===== src/rtl/sat_pkg.sv =====
// Shared types, constants and microcode program of the softmax/argmax classifier head.
`default_nettype none

package sat_pkg;

    localparam int MAX_CLASSES_DEF = 32;
    localparam int EXP_DEPTH_DEF   = 256;

    localparam int LOGIT_W   = 16;
    localparam int CONF_W    = 16;
    localparam int CLASS_W   = 5;
    localparam int EXP_W     = 17;   // table entries reach 65536
    localparam int DIV_STEPS = 17;   // quotient bits of 2^32 / sum
    localparam int DCNT_W    = $clog2(DIV_STEPS);

    // exp(-1/16) in Q0.32
    localparam logic [31:0] EXP_STEP_Q32 = 32'd4034748384;

    typedef logic [2:0] sat_step_t;

    localparam sat_step_t STEP_BUILD    = 3'd0;
    localparam sat_step_t STEP_LOAD     = 3'd1;
    localparam sat_step_t STEP_MAX      = 3'd2;
    localparam sat_step_t STEP_SUM_INIT = 3'd3;
    localparam sat_step_t STEP_SUM      = 3'd4;
    localparam sat_step_t STEP_DIV_INIT = 3'd5;
    localparam sat_step_t STEP_DIV      = 3'd6;
    localparam sat_step_t STEP_RESULT   = 3'd7;

    typedef enum logic [2:0] {
        OP_BUILD,
        OP_LOAD,
        OP_MAX,
        OP_SUM_INIT,
        OP_SUM,
        OP_DIV_INIT,
        OP_DIV,
        OP_RESULT
    } sat_op_t;

    typedef enum logic [2:0] {
        COND_ALWAYS,
        COND_BUILD_LAST,
        COND_LAST_TAKEN,
        COND_SCAN_DONE,
        COND_DIV_LAST,
        COND_OUT_FREE
    } sat_cond_t;

    // Jump to target when cond holds, otherwise repeat the step.
    typedef struct packed {
        sat_op_t   op;
        sat_cond_t cond;
        sat_step_t target;
    } sat_uword_t;

    typedef struct packed {
        logic build_last;
        logic last_taken;
        logic scan_done;
        logic div_last;
        logic out_free;
    } sat_status_t;

    function automatic sat_uword_t sat_ucode(input sat_step_t step);
        sat_uword_t w;
        unique case (step)
            STEP_BUILD:    w = '{OP_BUILD,    COND_BUILD_LAST, STEP_LOAD};
            STEP_LOAD:     w = '{OP_LOAD,     COND_LAST_TAKEN, STEP_MAX};
            STEP_MAX:      w = '{OP_MAX,      COND_SCAN_DONE,  STEP_SUM_INIT};
            STEP_SUM_INIT: w = '{OP_SUM_INIT, COND_ALWAYS,     STEP_SUM};
            STEP_SUM:      w = '{OP_SUM,      COND_SCAN_DONE,  STEP_DIV_INIT};
            STEP_DIV_INIT: w = '{OP_DIV_INIT, COND_ALWAYS,     STEP_DIV};
            STEP_DIV:      w = '{OP_DIV,      COND_DIV_LAST,   STEP_RESULT};
            STEP_RESULT:   w = '{OP_RESULT,   COND_OUT_FREE,   STEP_LOAD};
        endcase
        return w;
    endfunction

endpackage

`default_nettype wire


===== src/rtl/sat_sequencer.sv =====
// Microcode sequencer: step counter, program lookup and jump conditions.
`default_nettype none

module sat_sequencer import sat_pkg::*; (
    input  wire logic        clk,
    input  wire logic        rst_n,
    input  wire sat_status_t status,
    output sat_op_t          op
);

    sat_step_t  step_reg, step_next;
    sat_uword_t uword;
    logic       hit;

    always_comb
    begin
        uword = sat_ucode(step_reg);
        unique case (uword.cond)
            COND_ALWAYS:     hit = 1'b1;
            COND_BUILD_LAST: hit = status.build_last;
            COND_LAST_TAKEN: hit = status.last_taken;
            COND_SCAN_DONE:  hit = status.scan_done;
            COND_DIV_LAST:   hit = status.div_last;
            COND_OUT_FREE:   hit = status.out_free;
            default:         hit = 1'b0;
        endcase
        step_next = hit ? uword.target : step_reg;
        op        = uword.op;
    end

    always_ff @(posedge clk or negedge rst_n)
    begin
        if (!rst_n)
            step_reg <= STEP_BUILD;
        else
            step_reg <= step_next;
    end

endmodule

`default_nettype wire


===== config.mk =====
export PLATFORM = sky130hd
export DESIGN_NAME = sat_sequencer
export DESIGN_NICKNAME = d
export VERILOG_FILES = /design/src/rtl/sat_pkg.sv /design/src/rtl/sat_sequencer.sv
export SDC_FILE = /design/constraint.sdc
export NUM_CORES = 1
export LEC_CHECK = 0
export BUFFER_PORTS_ARGS = -buffer_cell sky130_fd_sc_hd__buf_2
export CAP_MARGIN = 20
export CORE_AREA = 2 2 39 41
export CTS_CLUSTER_DIAMETER = 120
export DETAILED_ROUTE_END_ITERATION = 8
export DIE_AREA = 0 0 41 43
export GPL_TIMING_DRIVEN = 0
export PLACE_DENSITY = 0.54
export SYNTH_ARGS = -nofsm -noshare
export SYNTH_HDL_FRONTEND = slang
export SYNTH_SLANG_ARGS = --single-unit

===== constraint.sdc =====
create_clock -name clk -period 5.4 [get_ports clk]
set_input_delay 0.27 -clock clk [delete_from_list [all_inputs] [get_ports clk]]
set_output_delay 0.27 -clock clk [all_outputs]
set_load 0.1 [all_outputs]

==> reports/qor.csv <==
metric,value,unit
setup_viol,0,
design_area,432,µm²
coreArea,1380,µm²
vias,327,
grt_pass1_vias,284,
synth_top_area_cell,dfrtp_1,
setup_tns,0,ns
first_iter_violations,4,
cp-start-kind,register,
cts_setup_buffers,0,
die_y,43,µm
fin_crit,2.25,ns
post_drt_wl_per_cell,10.3,µm
rsz0062_at_grt,no,
yosysTopAreaCellShare,0.227,
ctsHoldBuffers,1,
crit_path_max_fanout,7,
die_x,41,µm
cp.required,5.51,ns
routed_wirelength,720,µm
finalMaxSlewViolations,0,
status,"complete, no violations",
grt_usage,0.105,
rrSetupSlack,3.15,ns
synth_cell_types,21,
avgViaCountPerCell,4.67,
route.detailed.drc,0,
antenna_found_initial,0,
r2r_end,step_reg[2]$_DFFE_PN0P_,
cts_htree_levels,1,
diodes,0,
worstMarginPinSlew,0.484,ns
grt_max_degree,11,
final_common_cell,buf_2,
area_growth,30.7,%
synthCells,40,
ctsResizeCount,0,
clock.fmax,444,MHz
placementRows,14,
critPathKind,reg2reg,
final_net_count,67,
cts-root-buf,clkbuf_4,
clock_latency,0.24,ns
r2r_cells,7,
cp-end-kind,register,
cts_tree,yes,
fin_worst_skew,0.00352,ns
synth_seq_area_share,0.227,
synthesis.nets,52,
synthTopCellsByArea,"dfrtp_1, ha_1, buf_4",
place_area,395,µm²
num_io_pins,10,
fp.dieArea,1760,µm²
path_clk_slew,0.04,ns
period_share,0.418,
initial_core_util,0.239,
final_cell_mix,"buf_2, ha_1, inv_1, nor2_1",
r2r-start,step_reg[0]$_DFFE_PN0P_,
ys_warn_count,0,
grt_pass1_wl,1180,µm
hold_violations,0,
gp_congestion,0.747,
slew_headroom,0.680,
grt_overflow,0,
io_buffer_count,9,
ys_ff_latch,3,
netlist_area,330,µm²
first_pass_iters,4,
cap_violations,0,
largest_reg_flops,3,
cts.path.max_buffers,2,
cts_sinks,3,
ant_nets,0,
syn_avg_cell_area,8.26,µm²
cts_made_buffers,3,
crit_arrival,2.36,ns
drive_above_1_share,0.315,
min_path_type,in2async,
-- critical path, cell delays in order (launching register included) --
cell	delay, ns
dfrtp_1	0.47
inv_1	0.15
ha_1	0.39
or2_1	0.25
o2111ai_1	0.11
a32oi_1	0.17
and3_1	0.21
or3_1	0.37
-- worst max path at each step --
stage                                        from                 endpoint  cells after the start
final                     step_reg[0]$_DFFE_PN0P_  step_reg[2]$_DFFE_PN0P_                      7
after global routing      step_reg[0]$_DFFE_PN0P_  step_reg[2]$_DFFE_PN0P_                      7
after CTS                 step_reg[0]$_DFFE_PN0P_  step_reg[2]$_DFFE_PN0P_                      7
after detailed placement  step_reg[0]$_DFFE_PN0P_  step_reg[2]$_DFFE_PN0P_                      7
after global placement    step_reg[0]$_DFFE_PN0P_  step_reg[2]$_DFFE_PN0P_                      7
after floorplan           step_reg[0]$_DFFE_PN0P_  step_reg[2]$_DFFE_PN0P_                      7
-- layer usage --
metal  vias up  global-route usage  wire length (µm)  share of wire
met1       151               0.125               306           0.43
li1        164                   -                 -              -
met4         0               0.120                27          0.038
met5         -                   0                 0              0
met2         9               0.138               347           0.48
met3         3              0.0209                38          0.053
-- kinds of logic (layout without fill, tap and decap cells) --
logic type,count (synthesis),in the layout,synth area share
simple gates,13,13,0.201
compound gates,9,9,0.193
buf+inv,8,22,0.129
fa+ha+maj,5,5,0.189
flops,3,3,0.227
mux,2,2,0.0606
-- synth_stat cells --
| cell | count |
|---|---|
| a21oi_1 | 1 |
| ha_1 | 5 |
| buf_4 | 3 |
| or3_1 | 1 |
| buf_2 | 1 |
| or2_1 | 1 |
| or2_2 | 1 |
| mux2i_1 | 2 |
| nand2_1 | 1 |
| nor2_1 | 4 |
| o31ai_1 | 1 |
| o211ai_1 | 1 |
| inv_1 | 4 |
| nor2b_1 | 2 |
| a211oi_1 | 1 |
| o2111ai_1 | 2 |
| and3_1 | 1 |
| a32oi_1 | 1 |
| nand3_1 | 2 |
| o21ai_0 | 2 |
| dfrtp_1 | 3 |
-- area by class of cell --
class / count / area, µm²
Fill cell: 150 / 952
Multi-Input combinational cell: 29 / 213
Sequential cell: 3 / 75.1
Timing Repair Buffer: 10 / 55.1
Buffer: 4 / 27.5
Clock buffer: 4 / 26.3
Tap cell: 16 / 20.0
Inverter: 4 / 15.0
-- per-stage QoR --
step                      hold WS (ns)  std cells  setup slack (ns)   util
after floorplan                -0.0256         40              3.40      -
after global placement          0.0671         65              3.17  0.286
after detailed placement        0.0666         65              3.14  0.286
after CTS                        0.353         70              3.14  0.312
after global routing             0.376         70              3.00  0.312
final                            0.354         70              3.15  0.312
Power is not shown: default switching activity piles up to over one toggle a cycle in this logic, so the estimate is an artifact.
