--- src/rtl/sat_pkg.sv ---
// Shared types, constants and microcode program of the softmax/argmax classifier head.
`default_nettype none

package sat_pkg;

    localparam int MAX_CLASSES_DEF = 32;
    localparam int EXP_DEPTH_DEF   = 256;

    localparam int LOGIT_W   = 16;
    localparam int CONF_W    = 16;
    localparam int CLASS_W   = 5;
    localparam int EXP_W     = 17;   // table entries reach 65536
    localparam int DIV_STEPS = 17;   // quotient bits of 2^32 / sum
    localparam int DCNT_W    = $clog2(DIV_STEPS);

    // exp(-1/16) in Q0.32
    localparam logic [31:0] EXP_STEP_Q32 = 32'd4034748384;

    typedef logic [2:0] sat_step_t;

    localparam sat_step_t STEP_BUILD    = 3'd0;
    localparam sat_step_t STEP_LOAD     = 3'd1;
    localparam sat_step_t STEP_MAX      = 3'd2;
    localparam sat_step_t STEP_SUM_INIT = 3'd3;
    localparam sat_step_t STEP_SUM      = 3'd4;
    localparam sat_step_t STEP_DIV_INIT = 3'd5;
    localparam sat_step_t STEP_DIV      = 3'd6;
    localparam sat_step_t STEP_RESULT   = 3'd7;

    typedef enum logic [2:0] {
        OP_BUILD,
        OP_LOAD,
        OP_MAX,
        OP_SUM_INIT,
        OP_SUM,
        OP_DIV_INIT,
        OP_DIV,
        OP_RESULT
    } sat_op_t;

    typedef enum logic [2:0] {
        COND_ALWAYS,
        COND_BUILD_LAST,
        COND_LAST_TAKEN,
        COND_SCAN_DONE,
        COND_DIV_LAST,
        COND_OUT_FREE
    } sat_cond_t;

    // Jump to target when cond holds, otherwise repeat the step.
    typedef struct packed {
        sat_op_t   op;
        sat_cond_t cond;
        sat_step_t target;
    } sat_uword_t;

    typedef struct packed {
        logic build_last;
        logic last_taken;
        logic scan_done;
        logic div_last;
        logic out_free;
    } sat_status_t;

    function automatic sat_uword_t sat_ucode(input sat_step_t step);
        sat_uword_t w;
        unique case (step)
            STEP_BUILD:    w = '{OP_BUILD,    COND_BUILD_LAST, STEP_LOAD};
            STEP_LOAD:     w = '{OP_LOAD,     COND_LAST_TAKEN, STEP_MAX};
            STEP_MAX:      w = '{OP_MAX,      COND_SCAN_DONE,  STEP_SUM_INIT};
            STEP_SUM_INIT: w = '{OP_SUM_INIT, COND_ALWAYS,     STEP_SUM};
            STEP_SUM:      w = '{OP_SUM,      COND_SCAN_DONE,  STEP_DIV_INIT};
            STEP_DIV_INIT: w = '{OP_DIV_INIT, COND_ALWAYS,     STEP_DIV};
            STEP_DIV:      w = '{OP_DIV,      COND_DIV_LAST,   STEP_RESULT};
            STEP_RESULT:   w = '{OP_RESULT,   COND_OUT_FREE,   STEP_LOAD};
        endcase
        return w;
    endfunction

endpackage

`default_nettype wire

--- src/rtl/sat_exp_table.sv ---
// Exponent table memory, filled after reset by repeated Q0.32 multiplication.
`default_nettype none

module sat_exp_table import sat_pkg::*; #(
    parameter int EXP_TABLE_DEPTH = EXP_DEPTH_DEF,
    localparam int EW = $clog2(EXP_TABLE_DEPTH)
) (
    input  wire logic          clk,
    input  wire logic          rst_n,
    input  wire logic          build_en,
    output logic               build_last,
    input  wire logic          rd_en,
    input  wire logic [EW-1:0] rd_addr,
    output logic [EXP_W-1:0]   rd_data
);

    logic [EXP_W-1:0] exp_mem [EXP_TABLE_DEPTH];

    logic [32:0]      p_reg, p_next;
    logic [EW-1:0]    baddr_reg, baddr_next;
    logic [63:0]      mul;
    logic [64:0]      acc;
    logic [EXP_W-1:0] entry;
    logic [EXP_W-1:0] rd_data_reg;

    // p is exactly 1.0 only on the first entry; that product is the step itself
    always_comb
    begin
        mul        = p_reg[31:0] * EXP_STEP_Q32;
        acc        = {1'b0, mul}
                   + (p_reg[32] ? {1'b0, EXP_STEP_Q32, 32'b0} : 65'd0)
                   + 65'h0_8000_0000;
        entry      = EXP_W'((p_reg + 33'h0_0000_8000) >> 16);
        p_next     = build_en ? {1'b0, acc[63:32]} : p_reg;
        baddr_next = build_en ? baddr_reg + 1'b1 : baddr_reg;
        build_last = baddr_reg == EW'(EXP_TABLE_DEPTH - 1);
    end

    always_ff @(posedge clk or negedge rst_n)
    begin
        if (!rst_n)
        begin
            p_reg     <= 33'h1_0000_0000;
            baddr_reg <= '0;
        end
        else
        begin
            p_reg     <= p_next;
            baddr_reg <= baddr_next;
        end
    end

    always_ff @(posedge clk)
    begin
        if (build_en)
            exp_mem[baddr_reg] <= entry;
        if (rd_en)
            rd_data_reg <= exp_mem[rd_addr];
    end

    assign rd_data = rd_data_reg;

endmodule

`default_nettype wire

--- config.mk ---
export PLATFORM = sky130hd
export DESIGN_NAME = sat_exp_table
export DESIGN_NICKNAME = d
export VERILOG_FILES = /design/src/rtl/sat_pkg.sv /design/src/rtl/sat_exp_table.sv
export SDC_FILE = /design/constraint.sdc
export NUM_CORES = 2
export LEC_CHECK = 0
export BUFFER_PORTS_ARGS = -buffer_cell sky130_fd_sc_hd__buf_2
export CORE_ASPECT_RATIO = 1.75
export CORE_MARGIN = 5
export CORE_UTILIZATION = 40
export CTS_CLUSTER_SIZE = 10
export DETAILED_ROUTE_END_ITERATION = 10
export PLACE_DENSITY = 0.64
export REMOVE_ABC_BUFFERS = 1
export SYNTH_ARGS = -nofsm -noshare
export SYNTH_HDL_FRONTEND = slang
export SYNTH_MEMORY_MAX_BITS = 65536
export SYNTH_SLANG_ARGS = --single-unit
export TNS_END_PERCENT = 10
--- constraint.sdc ---
create_clock -name clk -period 23.8 [get_ports clk]
set_input_delay 3.57 -clock clk [delete_from_list [all_inputs] [get_ports clk]]
set_output_delay 3.57 -clock clk [all_outputs]
set_load 0.05 [all_outputs]
==> flow_results.org <==
** Critical path
- Along the worst path, the maximum fanout reaches 84.
- Critical Path Start Type :: flip-flop
- Longest individual stage delay on the worst path :: about 0.90 ns
- Worst EP arrival :: 11.94 ns
- Delay-heaviest family, CP :: adder cells
- STA puts the critical path data required time at roughly 25 ns.
- Critical path buffers and inverters :: 4
- R2r setup slk :: roughly 13 ns
- By instance count, the cell type seen most on the critical path is sky130_fd_sc_hd__fa_1.
- STA classifies the critical path endpoint as a flip-flop.
- Critical path start-end classification :: reg -> reg
- Slowest-stage cell, CP :: sky130_fd_sc_hd__ha_4

** Timing
- Static timing analysis puts the maximum clock frequency at between 0.09 and 0.1 GHz.
- The final max-slew violation count is 0.
- Final critical delay including setup and external delays :: between 10 and 15 ns
- Setup repair after global routing left no endpoint under its margin.
- The final-report hold violation count was 0.
- Setup violations remaining at the end of the flow were counted as 0.
- Measured against its own limit, the worst slew margin works out to 0.09151.
- Clock skew on the completed layout was measured at around 0.12 ns.
- Final-layout setup total negative slack :: 0 ns
- Dividing the final minimum period by the clock period gives 0.4659.
- Worst-margin pin slew :: around 1.4 ns

** Yosys
- Among all flip-flop cells after synthesis, the most frequent one is sky130_fd_sc_hd__edfxtp_1.
- The share of the Yosys chip area taken by registers is 0.7131.
- Number of synthesis warnings :: 0
- Of the post-synthesis cell area, the dominant cell type holds 0.7076.
- In this run, synthesis inferred roughly 4400 flip-flops with an integrated enable.
- In this run the cell area of the synthesized design comes to ~0.19 sq mm.
- Synth Register Bits :: between 4000 and 5000
- Counting every instance in the synthesized netlist gives 8470.
- Library cell occupying the most area in the post-synthesis netlist :: sky130_fd_sc_hd__edfxtp_1
- Library cells used by synthesis :: 80
- The average instance in the mapped netlist occupies between 20 and 25 sq um.
- Share of flip-flops with an asynchronous set or reset :: 0.009297
- Cell types with the largest area share after synthesis :: sky130_fd_sc_hd__edfxtp_1 (71%), sky130_fd_sc_hd__mux4_2 (18%), sky130_fd_sc_hd__fa_1 (4.3%)

** Detailed routing
- For this block, the initial DRC count from the detailed router was 9888.
- Summed over all layers, the routed wires come to 501000 um.
- Mean number of vias per cell :: between 5 and 6
- Routed WL per cell :: approximately 33 um
- DRC Markers :: 0
- Once detail routing completed, the nets flagged for antenna violations numbered 0.
- The routed layout has a little under 90000 vias.
- First drt pass iteration count :: 5

** Die
- The die is between 900 and 1000 um tall.
- From left edge to right edge, the die measures 524.7 um.
- Initial cell density of the core :: 0.4017
- Number of rows created at floorplan :: 330
- For this design the top-level I/O count stands at 30.
- The total area inside the core boundary comes to around 0.46 sq mm.
- Area enclosed by the die boundary :: 0.4778 sq mm

** Clock tree
- Post_cts resized :: 0
- The H-tree was split into 5 levels.
- Clock insertion delay at the later pin of the skew report :: a little over 1 ns
- In this run, CTS created clock tree buffers numbering around 490.
- Root buffer cell :: sky130_fd_sc_hd__clkbuf_16
- Hold buffers post-CTS :: 0
- TritonCTS built the clock tree.
- For this design, the sink count on the clock tree is ~4400.
- After clock tree synthesis, the setup repair step added 0 buffers.
- Clock-pin slew was measured on the worst setup and hold paths at ~0.06 ns.
- Buffers from clock root to sink, at most :: 4

** Final layout
- Sequential cell area in the final layout :: between 0.1 and 0.15 sq mm
- Share of layout cells above drive strength 1 :: 0.2835
- Summing all multi-input logic gate instances after layout gives around 0.05 sq mm.
- In the final design database the tool counted approximately 9600 nets.
- From synthesis to final layout, the design area changed by 12.36%.
- # fillers :: about 38000
- The register with the most flip-flops in the layout has ~4400 of them.

** Global route
- Number of antenna violations at the first check in global routing :: 36
- Global-route wire length before repair :: about 710000 um
- GRT Util Overall :: 0.2077
- Maximum number of pins on one net before global-route repair :: approximately 180
- Total overflow reported by the global router :: 0
- The via count of the first global-routing pass is 93800.

** Hold path
- Type of the tightest min-delay check :: reg -> reg

** Placed design
- DP Wirelength :: between 300000 and 400000 um
- Routability-driven placement finished with a final weighted congestion of between 0.8 and 0.9.
- During placement, the flow inserted port buffers numbering 29.

** Run status
- Run status :: complete, no violations

** Job
- Max-cap violations :: 0
[cell type report]
cell class | count | area share
clock inverter | 25 | 0.001531
timing repair buffer | 339 | 0.01268
inverter | 654 | 0.01178
multi-input combinational | 3028 | 0.2419
antenna | 51 | 0.0006126
clock buffer | 559 | 0.06000
sequential | 4410 | 0.6346
tap | 6142 | 0.03689
[metal layers]
| layer | GRT usage | vias up | routed length, um |
|---|---|---|---|
| li1 | - | 35140 | - |
| met1 | 0.2402 | 48000 | 169800 |
| met2 | 0.3776 | 3894 | 270000 |
| met3 | 0.02771 | 1036 | 31440 |
| met4 | 0.1066 | 12 | 29630 |
| met5 | 0 | - | 82 |
[cell families (layout without fill, tap and decap cells)]
family	Yosys count	in the layout	share of synthesized area
compound gates	217	217	0.007733
flops	4410	4410	0.7131
buf+inv	1032	1577	0.02110
other cells	0	51	0
simple gates	552	552	0.01318
xor+xnor	79	79	0.003732
mux	1463	1463	0.1765
fa+ha+maj	717	717	0.06462
[worst register-to-register path: cells and delay by family (launching register included)]
family / cells / cell delay [ns]
compound gates: 13 / 3.93
xor+xnor: 1 / 0.15
fa+ha+maj: 9 / 4.64
buf+inv: 4 / 0.36
flops: 1 / 0.56
mux: 1 / 0.14
simple gates: 6 / 1.23
[placed cells by master, fill, tap and decap left out, types with 35 or more instances in the layout]
master | netlist | layout
sky130_fd_sc_hd__edfxtp_1 | 4369 | 4369
sky130_fd_sc_hd__clkbuf_1 | 279 | 70
sky130_fd_sc_hd__clkbuf_16 | 0 | 489
sky130_fd_sc_hd__nand2_1 | 99 | 97
sky130_fd_sc_hd__nor2_4 | 0 | 65
sky130_fd_sc_hd__inv_1 | 654 | 654
sky130_fd_sc_hd__nor2_2 | 0 | 120
sky130_fd_sc_hd__a21oi_1 | 69 | 69
sky130_fd_sc_hd__fa_1 | 401 | 401
sky130_fd_sc_hd__o21ai_0 | 38 | 38
sky130_fd_sc_hd__mux4_2 | 1445 | 1445
sky130_fd_sc_hd__xnor2_1 | 47 | 35
sky130_fd_sc_hd__dfrtp_1 | 40 | 40
sky130_fd_sc_hd__nor2_1 | 296 | 111
sky130_fd_sc_hd__ha_1 | 316 | 315
sky130_fd_sc_hd__buf_4 | 1 | 303
sky130_fd_sc_hd__diode_2 | 0 | 51
[metrics by stage]
stage          setup WS [ns]  instance area (sq um)  hold slack (ns)    util  cells
4_1_cts                12.64                 208200           0.5348  0.4511  15160
5_1_grt                12.14                 208300           0.5647  0.4513  15190
2_1_floorplan          12.01                 184000           0.4907       -   8092
3_5_place_dp           12.63                 195400           0.5304  0.4233  14570
6_report               12.71                 208300           0.5405  0.4513  15210
3_3_place_gp           12.57                 195400           0.5248  0.4233  14570
[final timing paths]
kind	start	end	cells after the start
max in group asynchronous	rst_n	p_reg[21]	2
setup / recovery	p_reg[16]	p_reg[30]	34
hold reg to reg	baddr_reg[6]	baddr_reg[6]	1
hold / removal	baddr_reg[6]	baddr_reg[6]	1
setup reg to reg	p_reg[16]	p_reg[30]	34
min in group asynchronous	rst_n	p_reg[6]	1
[cells in the mapped netlist (4+ instances only)]
library cell,number
sky130_fd_sc_hd__o21bai_1,8
sky130_fd_sc_hd__ha_1,316
sky130_fd_sc_hd__mux2_2,8
sky130_fd_sc_hd__nor4_1,4
sky130_fd_sc_hd__dfrtp_1,40
sky130_fd_sc_hd__xor2_1,32
sky130_fd_sc_hd__nor3_1,32
sky130_fd_sc_hd__a41oi_1,6
sky130_fd_sc_hd__nand4_1,13
sky130_fd_sc_hd__or4_1,5
sky130_fd_sc_hd__a211oi_1,11
sky130_fd_sc_hd__or3_1,4
sky130_fd_sc_hd__mux4_2,1445
sky130_fd_sc_hd__mux2i_1,10
sky130_fd_sc_hd__a21o_1,18
sky130_fd_sc_hd__o21ai_0,38
sky130_fd_sc_hd__buf_1,92
sky130_fd_sc_hd__o22ai_1,4
sky130_fd_sc_hd__and2_1,7
sky130_fd_sc_hd__o21ai_1,4
sky130_fd_sc_hd__inv_1,654
sky130_fd_sc_hd__nor2b_1,17
sky130_fd_sc_hd__and3_1,9
sky130_fd_sc_hd__a31oi_1,5
sky130_fd_sc_hd__a21oi_1,69
sky130_fd_sc_hd__clkbuf_1,279
sky130_fd_sc_hd__nand2_1,99
sky130_fd_sc_hd__fa_1,401
sky130_fd_sc_hd__o21a_1,8
sky130_fd_sc_hd__edfxtp_1,4369
sky130_fd_sc_hd__nand2b_1,7
sky130_fd_sc_hd__nand3b_1,4
sky130_fd_sc_hd__xnor2_1,47
sky130_fd_sc_hd__nor2_1,296
sky130_fd_sc_hd__nand3_1,36
Power is left out: the tool's default activity adds up to more than one toggle a clock period on the data nets, which glitch-free logic cannot reach.
