## config.mk

```make
export PLATFORM = sky130hd
export DESIGN_NAME = sat_datapath_flat
export DESIGN_NICKNAME = d
export VERILOG_FILES = /design/src/rtl/sat_pkg.sv /design/src/rtl/sat_if.sv /design/src/rtl/sat_datapath.sv /design/src/flat_wrapper.sv
export SDC_FILE = /design/constraint.sdc
export NUM_CORES = 1
export LEC_CHECK = 0
export BUFFER_PORTS_ARGS = -buffer_cell sky130_fd_sc_hd__buf_2
export CAP_MARGIN = 10
export CORE_MARGIN = 2
export CORE_UTILIZATION = 55
export DETAILED_ROUTE_END_ITERATION = 6
export PLACE_DENSITY = 0.81
export RECOVER_POWER = 100
export SLEW_MARGIN = 10
export SYNTH_ARGS = -nofsm -noshare
export SYNTH_HDL_FRONTEND = slang
export SYNTH_SLANG_ARGS = --single-unit
export TNS_END_PERCENT = 30
```

## constraint.sdc

```tcl
create_clock -name clk -period 3.4 [get_ports clk]
set_input_delay 0.68 -clock clk [delete_from_list [all_inputs] [get_ports clk]]
set_output_delay 0.68 -clock clk [all_outputs]
set_load 0.01 [all_outputs]
```

## src/rtl/sat_pkg.sv

```systemverilog
// Shared types, constants and microcode program of the softmax/argmax classifier head.
`default_nettype none

package sat_pkg;

    localparam int MAX_CLASSES_DEF = 32;
    localparam int EXP_DEPTH_DEF   = 256;

    localparam int LOGIT_W   = 16;
    localparam int CONF_W    = 16;
    localparam int CLASS_W   = 5;
    localparam int EXP_W     = 17;   // table entries reach 65536
    localparam int DIV_STEPS = 17;   // quotient bits of 2^32 / sum
    localparam int DCNT_W    = $clog2(DIV_STEPS);

    // exp(-1/16) in Q0.32
    localparam logic [31:0] EXP_STEP_Q32 = 32'd4034748384;

    typedef logic [2:0] sat_step_t;

    localparam sat_step_t STEP_BUILD    = 3'd0;
    localparam sat_step_t STEP_LOAD     = 3'd1;
    localparam sat_step_t STEP_MAX      = 3'd2;
    localparam sat_step_t STEP_SUM_INIT = 3'd3;
    localparam sat_step_t STEP_SUM      = 3'd4;
    localparam sat_step_t STEP_DIV_INIT = 3'd5;
    localparam sat_step_t STEP_DIV      = 3'd6;
    localparam sat_step_t STEP_RESULT   = 3'd7;

    typedef enum logic [2:0] {
        OP_BUILD,
        OP_LOAD,
        OP_MAX,
        OP_SUM_INIT,
        OP_SUM,
        OP_DIV_INIT,
        OP_DIV,
        OP_RESULT
    } sat_op_t;

    typedef enum logic [2:0] {
        COND_ALWAYS,
        COND_BUILD_LAST,
        COND_LAST_TAKEN,
        COND_SCAN_DONE,
        COND_DIV_LAST,
        COND_OUT_FREE
    } sat_cond_t;

    // Jump to target when cond holds, otherwise repeat the step.
    typedef struct packed {
        sat_op_t   op;
        sat_cond_t cond;
        sat_step_t target;
    } sat_uword_t;

    typedef struct packed {
        logic build_last;
        logic last_taken;
        logic scan_done;
        logic div_last;
        logic out_free;
    } sat_status_t;

    function automatic sat_uword_t sat_ucode(input sat_step_t step);
        sat_uword_t w;
        unique case (step)
            STEP_BUILD:    w = '{OP_BUILD,    COND_BUILD_LAST, STEP_LOAD};
            STEP_LOAD:     w = '{OP_LOAD,     COND_LAST_TAKEN, STEP_MAX};
            STEP_MAX:      w = '{OP_MAX,      COND_SCAN_DONE,  STEP_SUM_INIT};
            STEP_SUM_INIT: w = '{OP_SUM_INIT, COND_ALWAYS,     STEP_SUM};
            STEP_SUM:      w = '{OP_SUM,      COND_SCAN_DONE,  STEP_DIV_INIT};
            STEP_DIV_INIT: w = '{OP_DIV_INIT, COND_ALWAYS,     STEP_DIV};
            STEP_DIV:      w = '{OP_DIV,      COND_DIV_LAST,   STEP_RESULT};
            STEP_RESULT:   w = '{OP_RESULT,   COND_OUT_FREE,   STEP_LOAD};
        endcase
        return w;
    endfunction

endpackage

`default_nettype wire

```

## src/rtl/sat_if.sv

```systemverilog
// Channel interfaces: logit stream, result stream and threshold write port.
`default_nettype none

interface sat_logit_if import sat_pkg::*; ();
    logic                      valid;
    logic                      ready;
    logic signed [LOGIT_W-1:0] logit_value;
    logic                      last_logit;

    modport source (output valid, logit_value, last_logit, input ready);
    modport sink   (input valid, logit_value, last_logit, output ready);
endinterface

interface sat_result_if import sat_pkg::*; ();
    logic               valid;
    logic               ready;
    logic [CLASS_W-1:0] class_index;
    logic [CONF_W-1:0]  confidence;
    logic               accepted;
    logic               overflowed;

    modport source (output valid, class_index, confidence, accepted, overflowed,
                    input ready);
    modport sink   (input valid, class_index, confidence, accepted, overflowed,
                    output ready);
endinterface

interface sat_cfg_if import sat_pkg::*; ();
    logic              valid;
    logic              ready;
    logic [CONF_W-1:0] accept_threshold;

    modport source (output valid, accept_threshold, input ready);
    modport sink   (input valid, accept_threshold, output ready);
endinterface

`default_nettype wire

```

## src/rtl/sat_datapath.sv

```systemverilog
// Datapath: logit store, max scan, exponent sum, restoring divider, result register.
`default_nettype none

module sat_datapath import sat_pkg::*; #(
    parameter int MAX_CLASSES     = MAX_CLASSES_DEF,
    parameter int EXP_TABLE_DEPTH = EXP_DEPTH_DEF,
    localparam int EW = $clog2(EXP_TABLE_DEPTH)
) (
    input  wire logic             clk,
    input  wire logic             rst_n,
    input  wire sat_op_t          op,
    input  wire logic             build_last,
    output sat_status_t           status,
    sat_logit_if.sink             logit,
    sat_result_if.source          result,
    sat_cfg_if.sink               cfg,
    output logic                  exp_rd_en,
    output logic [EW-1:0]         exp_rd_addr,
    input  wire logic [EXP_W-1:0] exp_rd_data
);

    localparam int CW = $clog2(MAX_CLASSES + 1);
    localparam int AW = $clog2(MAX_CLASSES);
    localparam int SW = $clog2(MAX_CLASSES) + EXP_W;

    logic [LOGIT_W-1:0] store_mem [MAX_CLASSES];

    // control state
    logic [CW-1:0]     count_reg, count_next;
    logic              ovf_reg, ovf_next;
    logic [CONF_W-1:0] thr_reg, thr_next;
    logic [CW-1:0]     ptr_reg, ptr_next;
    logic              qv_reg, qv_next;
    logic              ev_reg, ev_next;
    logic              ein_reg, ein_next;
    logic [DCNT_W-1:0] dcnt_reg, dcnt_next;
    logic              out_valid_reg, out_valid_next;

    // payload
    logic signed [LOGIT_W-1:0] store_q_reg;
    logic [AW-1:0]             qidx_reg;
    logic signed [LOGIT_W-1:0] maxv_reg;
    logic [AW-1:0]             best_reg;
    logic [SW-1:0]             sum_reg;
    logic [SW-1:0]             rem_reg, rem_next;
    logic [DIV_STEPS-1:0]      quo_reg;
    logic [CLASS_W-1:0]        class_reg;
    logic [CONF_W-1:0]         conf_reg;
    logic                      acc_reg;
    logic                      ovf_out_reg;

    logic              in_take, load_wr, scanning, rd_issue, upd;
    logic [16:0]       diff;
    logic [11:0]       eidx;
    logic              inrange;
    logic [SW:0]       trial;
    logic              ge;
    logic [CONF_W-1:0] conf;
    logic              out_free, commit;

    always_comb
    begin
        in_take  = (op == OP_LOAD) && logit.valid;
        load_wr  = in_take && (count_reg < CW'(MAX_CLASSES));
        scanning = (op == OP_MAX) || (op == OP_SUM);
        rd_issue = scanning && (ptr_reg < count_reg);
        upd      = qv_reg && ((qidx_reg == '0) || (store_q_reg > maxv_reg));

        // max minus logit is never negative and fits 16 bits
        diff    = {maxv_reg[LOGIT_W-1], maxv_reg} - {store_q_reg[LOGIT_W-1], store_q_reg};
        eidx    = diff[15:4];
        inrange = {1'b0, eidx} < 13'(EXP_TABLE_DEPTH);

        trial    = {rem_reg, 1'b0};
        ge       = trial >= {1'b0, sum_reg};
        rem_next = ge ? SW'(trial - {1'b0, sum_reg}) : SW'(trial);
        conf     = quo_reg[DIV_STEPS-1] ? {CONF_W{1'b1}} : quo_reg[CONF_W-1:0];

        out_free = !out_valid_reg || result.ready;
        commit   = (op == OP_RESULT) && out_free;

        count_next = count_reg;
        ovf_next   = ovf_reg;
        if (in_take)
        begin
            if (load_wr)
                count_next = count_reg + 1'b1;
            else
                ovf_next = 1'b1;
        end
        if (commit)
        begin
            count_next = '0;
            ovf_next   = 1'b0;
        end

        unique case (op)
            OP_LOAD, OP_SUM_INIT: ptr_next = '0;
            OP_MAX, OP_SUM:       ptr_next = rd_issue ? ptr_reg + 1'b1 : ptr_reg;
            default:              ptr_next = ptr_reg;
        endcase

        qv_next  = rd_issue;
        ev_next  = (op == OP_SUM) && qv_reg;
        ein_next = inrange;

        unique case (op)
            OP_DIV_INIT: dcnt_next = '0;
            OP_DIV:      dcnt_next = dcnt_reg + 1'b1;
            default:     dcnt_next = dcnt_reg;
        endcase

        if (commit)
            out_valid_next = 1'b1;
        else if (result.ready)
            out_valid_next = 1'b0;
        else
            out_valid_next = out_valid_reg;

        thr_next = cfg.valid ? cfg.accept_threshold : thr_reg;

        exp_rd_en   = (op == OP_SUM) && qv_reg && inrange;
        exp_rd_addr = eidx[EW-1:0];

        status.build_last = build_last;
        status.last_taken = in_take && logit.last_logit;
        status.scan_done  = (ptr_reg == count_reg) && !qv_reg && !ev_reg;
        status.div_last   = dcnt_reg == DCNT_W'(DIV_STEPS - 1);
        status.out_free   = out_free;
    end

    always_ff @(posedge clk or negedge rst_n)
    begin
        if (!rst_n)
        begin
            count_reg     <= '0;
            ovf_reg       <= 1'b0;
            thr_reg       <= '0;
            ptr_reg       <= '0;
            qv_reg        <= 1'b0;
            ev_reg        <= 1'b0;
            ein_reg       <= 1'b0;
            dcnt_reg      <= '0;
            out_valid_reg <= 1'b0;
        end
        else
        begin
            count_reg     <= count_next;
            ovf_reg       <= ovf_next;
            thr_reg       <= thr_next;
            ptr_reg       <= ptr_next;
            qv_reg        <= qv_next;
            ev_reg        <= ev_next;
            ein_reg       <= ein_next;
            dcnt_reg      <= dcnt_next;
            out_valid_reg <= out_valid_next;
        end
    end

    always_ff @(posedge clk)
    begin
        if (load_wr)
            store_mem[count_reg[AW-1:0]] <= logit.logit_value;
        if (rd_issue)
        begin
            store_q_reg <= store_mem[ptr_reg[AW-1:0]];
            qidx_reg    <= ptr_reg[AW-1:0];
        end

        if ((op == OP_MAX) && upd)
        begin
            maxv_reg <= store_q_reg;
            best_reg <= qidx_reg;
        end

        if (op == OP_SUM_INIT)
            sum_reg <= '0;
        else if ((op == OP_SUM) && ev_reg && ein_reg)
            sum_reg <= sum_reg + SW'(exp_rd_data);

        // 2^32 / sum: the sum is at least 1.0, so the remainder starts at 2^32 >> 17
        if (op == OP_DIV_INIT)
        begin
            rem_reg <= SW'(32768);
            quo_reg <= '0;
        end
        else if (op == OP_DIV)
        begin
            rem_reg <= rem_next;
            quo_reg <= {quo_reg[DIV_STEPS-2:0], ge};
        end

        if (commit)
        begin
            class_reg   <= CLASS_W'(best_reg);
            conf_reg    <= conf;
            acc_reg     <= conf >= thr_reg;
            ovf_out_reg <= ovf_reg;
        end
    end

    assign logit.ready        = (op == OP_LOAD);
    assign cfg.ready          = 1'b1;
    assign result.valid       = out_valid_reg;
    assign result.class_index = class_reg;
    assign result.confidence  = conf_reg;
    assign result.accepted    = acc_reg;
    assign result.overflowed  = ovf_out_reg;

endmodule

`default_nettype wire

```

## src/flat_wrapper.sv

```systemverilog
// flat-port wrapper written by rule: the top's interface ports become plain ports
module sat_datapath_flat import sat_pkg::*;
#(
    parameter int MAX_CLASSES     = MAX_CLASSES_DEF,
    parameter int EXP_TABLE_DEPTH = EXP_DEPTH_DEF,
    localparam int EW = $clog2(EXP_TABLE_DEPTH)
)
  (clk, rst_n, op, build_last, status, exp_rd_en, exp_rd_addr, exp_rd_data, logit_valid, logit_logit_value, logit_last_logit, logit_ready, result_valid, result_class_index, result_confidence, result_accepted, result_overflowed, result_ready, cfg_valid, cfg_accept_threshold, cfg_ready);
  sat_logit_if logit_i ();
  sat_result_if result_i ();
  sat_cfg_if cfg_i ();
  input  wire logic clk;
  input  wire logic rst_n;
  input  wire sat_op_t op;
  input  wire logic build_last;
  output sat_status_t status;
  output logic exp_rd_en;
  output logic [EW-1:0] exp_rd_addr;
  input  wire logic [EXP_W-1:0] exp_rd_data;
  input wire logic [$bits(logit_i.valid)-1:0] logit_valid;
  input wire logic [$bits(logit_i.logit_value)-1:0] logit_logit_value;
  input wire logic [$bits(logit_i.last_logit)-1:0] logit_last_logit;
  output wire logic [$bits(logit_i.ready)-1:0] logit_ready;
  output wire logic [$bits(result_i.valid)-1:0] result_valid;
  output wire logic [$bits(result_i.class_index)-1:0] result_class_index;
  output wire logic [$bits(result_i.confidence)-1:0] result_confidence;
  output wire logic [$bits(result_i.accepted)-1:0] result_accepted;
  output wire logic [$bits(result_i.overflowed)-1:0] result_overflowed;
  input wire logic [$bits(result_i.ready)-1:0] result_ready;
  input wire logic [$bits(cfg_i.valid)-1:0] cfg_valid;
  input wire logic [$bits(cfg_i.accept_threshold)-1:0] cfg_accept_threshold;
  output wire logic [$bits(cfg_i.ready)-1:0] cfg_ready;
  assign logit_i.valid = logit_valid;
  assign logit_i.logit_value = logit_logit_value;
  assign logit_i.last_logit = logit_last_logit;
  assign logit_ready = logit_i.ready;
  assign result_valid = result_i.valid;
  assign result_class_index = result_i.class_index;
  assign result_confidence = result_i.confidence;
  assign result_accepted = result_i.accepted;
  assign result_overflowed = result_i.overflowed;
  assign result_i.ready = result_ready;
  assign cfg_i.valid = cfg_valid;
  assign cfg_i.accept_threshold = cfg_accept_threshold;
  assign cfg_ready = cfg_i.ready;
  sat_datapath #(.MAX_CLASSES(MAX_CLASSES), .EXP_TABLE_DEPTH(EXP_TABLE_DEPTH)) u_core (.clk(clk), .rst_n(rst_n), .op(op), .build_last(build_last), .status(status), .logit(logit_i), .result(result_i), .cfg(cfg_i), .exp_rd_en(exp_rd_en), .exp_rd_addr(exp_rd_addr), .exp_rd_data(exp_rd_data));
endmodule
```

==> results.toml <==
[clock_network]
tritoncts_num_sinks = 676
clkLatencyLatePin_ns = 0.61
cts-hold-fix-buffers = 0
max_root_sink_buffers = 3
cts_root_buffer = "clkbuf_16"
clk_transition_reported_paths_ns = 0.06
htreeDepth = 3
cts_tree = "done"
cts-buffers-inserted = 67

[yosys]
synth_cell_type_count = 74
synth_top_cells_by_count = "edfxtp_1, mux4_2, nand2_1, nor2_1, ha_1"
post_synth_inst_count = 1672
synth_most_common_cell = "edfxtp_1"
ys.flop_type = "edfxtp_1"
synth_area_per_cell_sq_um = 17.0
synthDominantCellAreaShare = 0.609
post_synthesis_cell_area_sq_um = 28500
synth_fp_nets = 1816
synth_area_leaders = "edfxtp_1, mux4_2, dfxtp_1"
async_reset_ff_frac = 0.0562
yosys_warnings = 0
synth.largest_area_cell = "edfxtp_1"
ys_seq_elements = 676
synth_edf_count = 577
synth-seq-area-share = 0.685

[timing]
slew_headroom = -0.451
grt_setup_unrepaired = "yes"
fin_ws_ns = -0.397
worst-slew-pin-transition_ns = 2.18
finalHoldViolations = 0
report.final.slew_viol_count = 39
fmax_mhz = 263
timing.clock.skew_ns = 0.0352
final.min_clock_period_ns = 3.80
setup-violations-final = 3
fin_hold_ws_ns = 0.310
post-route-period-util = 1.12

[floorplanning]
core-area_sq_um = 51200
area_of_the_die_sq_um = 53600
ios = 99
die_w_um = 231
start_util = 0.556
rows = 83
die_boundary_height_um = 231

[routing]
detailedRoute.firstIterationViolations = 1469
route.detailed.vias_per_inst = 6.16
post_drt_wl_per_cell_um = 25.3
antenna_violating_nets_post_route = 0
vias = 15900
drtPass1Iterations = 6
routed_wirelength_um = 65400
drc = 0

[global_route]
antenna_found_initial = 1
grt_start_max_net_pins = 39
grt.total_usage = 0.250
global_route.overflow_total = 0
first_global_vias = 16600
grt_pass1_wl_um = 99100

[run_status]
violated_checks = "capacitance limit, slew limit, setup timing"
status = "finished, violations left"

[critical_path]
crit_arrival_ns = 3.12
timing.reg2reg.setup_slack_ns = 0.32
worst_setup_path_start_kind = "flip-flop"
worst_path_largest_cell_delay_ns = 0.41
critical_path.max_fanout = 3
worstSetupPathType = "flip-flop to output pin"
crit_path_end_kind = "output pin"
cells_traversed_along_the_worst_timing_path = "inv_2 -> ha_4 -> a21oi_4 -> o21ai_4 -> a221oi_4 -> a211oi_4 -> a31oi_1 -> a211o_1 -> mux2_4 -> nor3b_2 -> buf_4 -> buf_6"
required_ns = 2.72
cp_slowest_cell = "edfxtp_1"

[cells_and_area]
flow.area_growth_from_synthesis_pct = 14.4
drive_gt1_frac = 0.253
antennaDiodeCount = 0
layout.nets = 1999
final_core_util = 0.636
flip_flop_count_of_the_largest_register_after_layout = 512

[power_and_ir_drop]
vdd.ir_drop.worst_v = 0.000650
power-per-cell-area_nw_per_um2 = 678
fin_total_pwr_w = 0.0221
leakage_nw = 11.3

[placement]
port-buffer-count = 95
gp_congestion = 0.845
detailedPlacementHpwl_um = 39600

[job]
maxCapViolations = 1

[worst_hold_path]
worst_hold_path_type = "input port to flip-flop"
-- power by group --
group          switching (W)  internal, W
clock network        0.00312      0.00418
logic                0.00265      0.00261
registers           0.000252      0.00925
total                0.00602       0.0160
-- placed cells by master (no fill, tap or decap), types with 5 or more instances in the layout --
| cell | instances |
|---|---|
| buf_2 | 75 |
| or2_2 | 20 |
| xnor2_1 | 27 |
| clkbuf_1 | 36 |
| nand2b_1 | 8 |
| buf_4 | 75 |
| o2111ai_1 | 5 |
| nor2_1 | 85 |
| inv_1 | 74 |
| clkinv_1 | 13 |
| o31ai_1 | 8 |
| a22o_1 | 20 |
| edfxtp_1 | 577 |
| a211oi_1 | 8 |
| o21ai_0 | 41 |
| mux2i_1 | 17 |
| nand4_1 | 7 |
| o21ai_1 | 22 |
| nor3_1 | 10 |
| clkinv_2 | 8 |
| bufinv_16 | 5 |
| mux4_2 | 160 |
| dfxtp_1 | 61 |
| a21oi_1 | 43 |
| mux2_2 | 18 |
| a31oi_1 | 6 |
| o21a_1 | 6 |
| a21o_1 | 19 |
| dfrtp_1 | 36 |
| nand2_1 | 97 |
| ha_1 | 80 |
| xor2_1 | 18 |
| nor2b_1 | 11 |
| clkbuf_16 | 69 |
| nand3_1 | 33 |
| buf_12 | 10 |
-- timing repair --
action	in CTS	in global routing
gates resized for setup	13	12
pin swaps	9	11
buffers inserted	5	3
endpoints found under the setup margin	4	6
-- final cells by class --
type,instances,area (sq um)
clock buffer,88,1820
clock inverter,33,329
tap,680,851
multi-input combinational,853,8530
fill,3422,18700
sequential,676,19500
timing repair buffer,180,1220
inverter,77,289
-- critical path, delay by kind of cell, from the launching register on --
kind | cells | cell delay (ns)
muxes | 1 | 0.31
DFF | 1 | 0.41
adders and majority gates | 1 | 0.21
and+or+nand+nor | 1 | 0.17
buffers and inverters | 3 | 0.32
AOI/OAI and AO/OA | 6 | 1.10
-- through the flow --
| step | TNS (ns) | area (sq um) | setup slack (ns) | cells |
|---|---|---|---|---|
| final | -0.537 | 32500 | -0.397 | 2587 |
| after global routing | -0.962 | 32500 | -0.513 | 2587 |
| after CTS | -0.607 | 32500 | -0.464 | 2585 |
| after detailed placement | 0 | 30200 | 0.00186 | 2459 |
| after global placement | 0 | 30200 | 0.0160 | 2459 |
| after floorplan | 0 | 28500 | 0.223 | 1672 |
-- logic make-up (layout without fill, tap and decap cells) --
logic type                 count (synthesis)  after routing  synth area share
AOI/OAI and AO/OA                        222            222            0.0526
xor gates and xnor gates                  46             46            0.0142
adders and majority gates                 85             85            0.0379
buffers and inverters                    143            378            0.0201
DFF                                      676            676             0.685
muxes                                    196            196             0.140
other                                      1              1          0.000132
and+or+nand+nor                          303            303            0.0496
-- routing by layer --
layer	up-vias	global-route usage	part of all wire
met1	8058	0.314	0.38
met4	2	0.0901	0.033
met2	777	0.422	0.51
met5	-	0	0.00020
li1	6933	-	-
met3	161	0.0653	0.083
-- path summary, 6_finish.rpt --
kind	endpoint	startpoint	cells after the start
hold reg to reg	u_core.result.class_index[1]	u_core.best_reg[1]	0
max in group asynchronous	u_core.ptr_reg[1]	rst_n	1
min in group asynchronous	u_core.dcnt_reg[0]	rst_n	1
setup reg to reg	u_core.store_q_reg[5]	u_core.ptr_reg[0]	4
setup / recovery	exp_rd_en	u_core.store_q_reg[2]	12
hold / removal	u_core.thr_reg[2]	cfg_accept_threshold[2]	3
(Power assumes the default switching activity.)
